--- src/hdl/tnb_ram.sv ---
// Generic simple dual-port RAM, one write port, registered read.
module tnb_ram #(
	parameter int WIDTH = 16,
	parameter int DEPTH = 16
) (
	input  logic                  clk,
	input  logic                  we,
	input  logic [((DEPTH > 1) ? $clog2(DEPTH) : 1)-1:0] waddr,
	input  logic [WIDTH-1:0]      wdata,
	input  logic                  re,
	input  logic [((DEPTH > 1) ? $clog2(DEPTH) : 1)-1:0] raddr,
	output logic [WIDTH-1:0]      rdata
);
	logic [WIDTH-1:0] mem [DEPTH];

	always_ff @(posedge clk) begin
		if (we) begin
			mem[waddr] <= wdata;
		end
		if (re) begin
			rdata <= mem[raddr];
		end
	end
endmodule

--- config.mk ---
export PLATFORM = sky130hd
export DESIGN_NAME = tnb_ram
export DESIGN_NICKNAME = d
export VERILOG_FILES = /design/src/hdl/tnb_ram.sv
export SDC_FILE = /design/constraint.sdc
export NUM_CORES = 1
export LEC_CHECK = 0
export ABC_AREA = 0
export BUFFER_PORTS_ARGS = -buffer_cell sky130_fd_sc_hd__buf_2
export CAP_MARGIN = 20
export CORE_UTILIZATION = 50
export CTS_BUF_LIST = sky130_fd_sc_hd__clkbuf_4 sky130_fd_sc_hd__clkbuf_8 sky130_fd_sc_hd__clkbuf_16
export DETAILED_ROUTE_END_ITERATION = 6
export GPL_TIMING_DRIVEN = 0
export PLACE_DENSITY = 0.67
export SLEW_MARGIN = 20
export SYNTH_ARGS = -nofsm -noshare
export SYNTH_HDL_FRONTEND = slang
export SYNTH_SLANG_ARGS = --single-unit
--- constraint.sdc ---
create_clock -name clk -period 2.8 [get_ports clk]
set_input_delay 0 -clock clk [delete_from_list [all_inputs] [get_ports clk]]
set_output_delay 0 -clock clk [all_outputs]
set_load 0.005 [all_outputs]
Yosys cells after proc, flatten, opt, wreduce, memory -nomap -nowiden:

Memory sizes are Yosys's and may differ from the RTL's. A register that Yosys moved wholly into a read port is not among the register bits.
Cells that the tools add are included.

* memories: 1
* bits of input ports: 27
* flip-flop bits (word level): 0
* memory bits (writable): 256
* word-level logic and storage cells: 3
* output and inout port bits: 16

* mux-type cells: 2

Memories
* mem: words 16, width 16, read ports 1, clocked after memory_dff 1, wr ports 1, RTL line 14 `logic [WIDTH-1:0] mem [DEPTH];`

Operators by type and width (number)
* 1-bit two-way mux: 2

Longest topological paths before layout:

* depth after elaboration: 2
* depth in mapped cells: 5
* mapped depth without buffers: 3

Worst setup path after synthesis:

No wires, ideal clock.

* kind: input to register
* from: input port waddr[2] (netlist bit)
* to: memory mem[0][0] (enable)
* buffers on the path: 0
* path slack: 745 ps
* setup time: 409 ps
* stages: 2
* data required time: 2391 ps
* arrival: 1646 ps
* cells stage by stage: or3b_2 nor3_1

RTL lines
* start: declaration: RTL line 8 `input logic [((DEPTH > 1) ? $clog2(DEPTH) : 1)-1:0] waddr,`
* end: declaration: RTL line 14

No word-level cell before the write port.

Worst setup path after layout:

* from: input port waddr[0] (netlist bit)
* to: memory mem[14][3] (enable)

No word-level cell before the write port.

==> impl_metrics.ini <==
[status]
outcome = completed

[placed_design]
place_ws_ns = 0.841
dp_hpwl_um = 13200
portBuffers = 40
dp_cells = 754
gp_congestion = 0.735
dpl_cell_area_um2 = 11000

[hold_path]
hold_end = mem[12][7]
hp-start = waddr[2]
hold_class = input pin to register
worstHoldPathCells = 3

[yosys]
syn_area_um2 = 10200
ys_seq_area_share_pct = 80.0
synth_fp_nets = 459
synth_flop_cell = edfxtp_1
syn_area_per_cell_um2 = 23.6
synth_top_area_share_pct = 80.0
yosysWarnings = 0
ys_async_sr_fraction_pct = 0
synth_top_cell_by_area = edfxtp_1
ys_seq_elements = 272
ys_top_cells_by_area = edfxtp_1 (80%), mux4_2 (12%), mux4_1 (2.6%)
synth_most_common_cell = edfxtp_1
synthTopCellsByCount = edfxtp_1 (272), mux4_2 (54), a22oi_1 (32)
synth_cell_types = 18
syn_inst = 432
synth_enable_flop_cells = 272

[routing]
wl_um = 20500
wirelength_met1_um = 9040
drtIter0Drc = 257
wire_per_inst_um = 24.9
drc_errors = 0
ant_nets = 0
drt_pass1_iterations = 5
highest_layer = met4
met3WireLength_um = 1020
wl_met2_um = 10100
vias_per_cell = 5.81
vias = 4779

[finish]
regArea_um2 = 8170
diodes = 0
finalCoreUtilization_pct = 61.1
drive_gt1_share_pct = 32.8
fin_nets = 565
layout.cells.non_filler = 823
stdcell_area_um2 = 12000
syn2layout_area_growth_pct = 18.0
n_fill_cell = 1381
multiInputGateArea_um2 = 1980

[sta]
clock.fmax_mhz = 639
holdWs_ns = 0.0682
min_period_ns = 1.56
hold_viol = 0
period_share_pct = 55.9
setup_viol = 0
max-slew-margin-rel_pct = 43.4
setup_ws_ns = 1.24
fin_worst_skew_ns = 0.0196
report.final.slew_viol_count = 0
worst_pin_slew_ns = 0.848
rsz0062_at_grt = no

[power]
swShare_pct = 19.7
p_leak_nw = 3.94
p_int_mw = 6.75
p_sw_mw = 1.66
p_per_area_nw_per_um2 = 699
power_frac_clock_pct = 40.1
share_comb_of_total_power_pct = 5.1
ir_drop_mv = 0.554
seq_power_share_pct = 54.8

[setup_path]
required_ns = 3.02
worstPathMaxFanout = 9
rr_endpoint = rdata[12]
reg2reg_slack_ns = 1.33
crit_arrival_ns = 1.79
end_kind = register
start_kind = input pin
rr_startpoint = mem[3][12]
r2r_cells = 3
criticalPathCategory = input pin to register

[cts]
cts_tree = built
cts_buffers = 27
cts-htree-levels = 1
root_buffer = clkbuf_16
clk_latency_ns = 0.53
path_clk_slew_ns = 0.06
cts.sinks = 272
cts_max_path_buffers = 3

[global_route]
grt.overflow.total = 0
grt_pass1_wl_um = 30300
antenna_found_initial = 0
grt_start_max_net_pins = 17
grt_util_all_layers_pct = 20.9
first_global_vias = 4925

[die]
initial_core_util_pct = 51.7
core_area_um2 = 19700
num_rows = 51
fp.dieH_um = 145
dieArea_um2 = 21000
die-width_um = 145
ioPinCount = 43

[run]
maxCapViolCount = 0
==> registers in the layout (all words and copies together) (netlist names) <==
register	flops
rdata	16
mem	256
==> worst max path at each step <==
stage,startpoint,slack (ns),end
after floorplan,waddr[2],0.74,mem[0][0]
after global routing,waddr[0],1.14,mem[14][3]
after CTS,waddr[0],1.20,mem[14][3]
after global placement,waddr[2],-0.53,mem[0][1]
final,waddr[0],1.24,mem[14][3]
after detailed placement,raddr[1],0.84,rdata[12]
==> layer usage <==
layer  vias up  GRT usage, %
met5         -             0
met4         0          5.37
met3        29          3.39
met2       144          34.4
met1      2531          29.2
li1       2075             -
==> repair_timing <==
item                                    in CTS  in global routing
endpoints found under the hold margin      272                  0
endpoints found under the setup margin       0                  0
setup buffers                                0                  0
gates resized for setup                      0                  0
hold buffers                                20                  0
==> kinds of logic after synthesis <==
group / after synthesis / share of synthesized area [%]
buf+inv: 21 / 1.21
mux: 64 / 14.5
simple gates: 43 / 1.89
flops: 272 / 80.0
compound gates: 32 / 2.35
==> layout by cell type, fill, tap and decap left out, types with 3 or more instances in the layout <==
master,count
clkbuf_1,8
nand2_1,17
clkbuf_4,11
buf_8,9
edfxtp_1,272
buf_1,3
clkinv_1,4
dlygate4sd3_1,20
clkinv_2,4
a22oi_1,32
nor3_2,4
buf_2,43
buf_6,5
mux4_1,10
nor2_4,3
mux4_2,54
nor2_2,9
buf_4,10
clkbuf_16,27
==> power groups by stage <==
| stage | Combinational [mW] | Sequential (mW) | Clock, mW |
|---|---|---|---|
| 2_1_floorplan | 0.222 | 4.69 | 0 |
| 3_3_place_gp | 0.388 | 4.69 | 0 |
| 3_5_place_dp | 0.417 | 4.69 | 0 |
| 4_1_cts | 0.440 | 4.61 | 3.43 |
| 5_1_grt | 0.467 | 4.61 | 3.58 |
| 6_report | 0.431 | 4.61 | 3.38 |
==> through the flow <==
step	TNS [ns]	power (mW)
6_report	0	8.41
5_1_grt	0	8.66
3_3_place_gp	-22.12	5.08
2_1_floorplan	0	4.91
3_5_place_dp	0	5.11
4_1_cts	0	8.47
==> final cells by class <==
class                           instances  share of cell area [%]
Sequential cell                       272                    67.8
Multi-Input combinational cell        139                    16.4
Clock buffer                           38                    6.30
Timing Repair Buffer                   77                    4.98
Tap cell                              265                    2.75
Buffer                                 21                    1.03
Clock inverter                         11                   0.676
==> critical path: stages <==
cell and delay, ns:
dlygate4sd3_1 0.53, buf_2 0.18, nand2b_1 0.28, nor2_2 0.57
buf_8 0.23
Note: power is estimated with default switching activity, not from simulation.
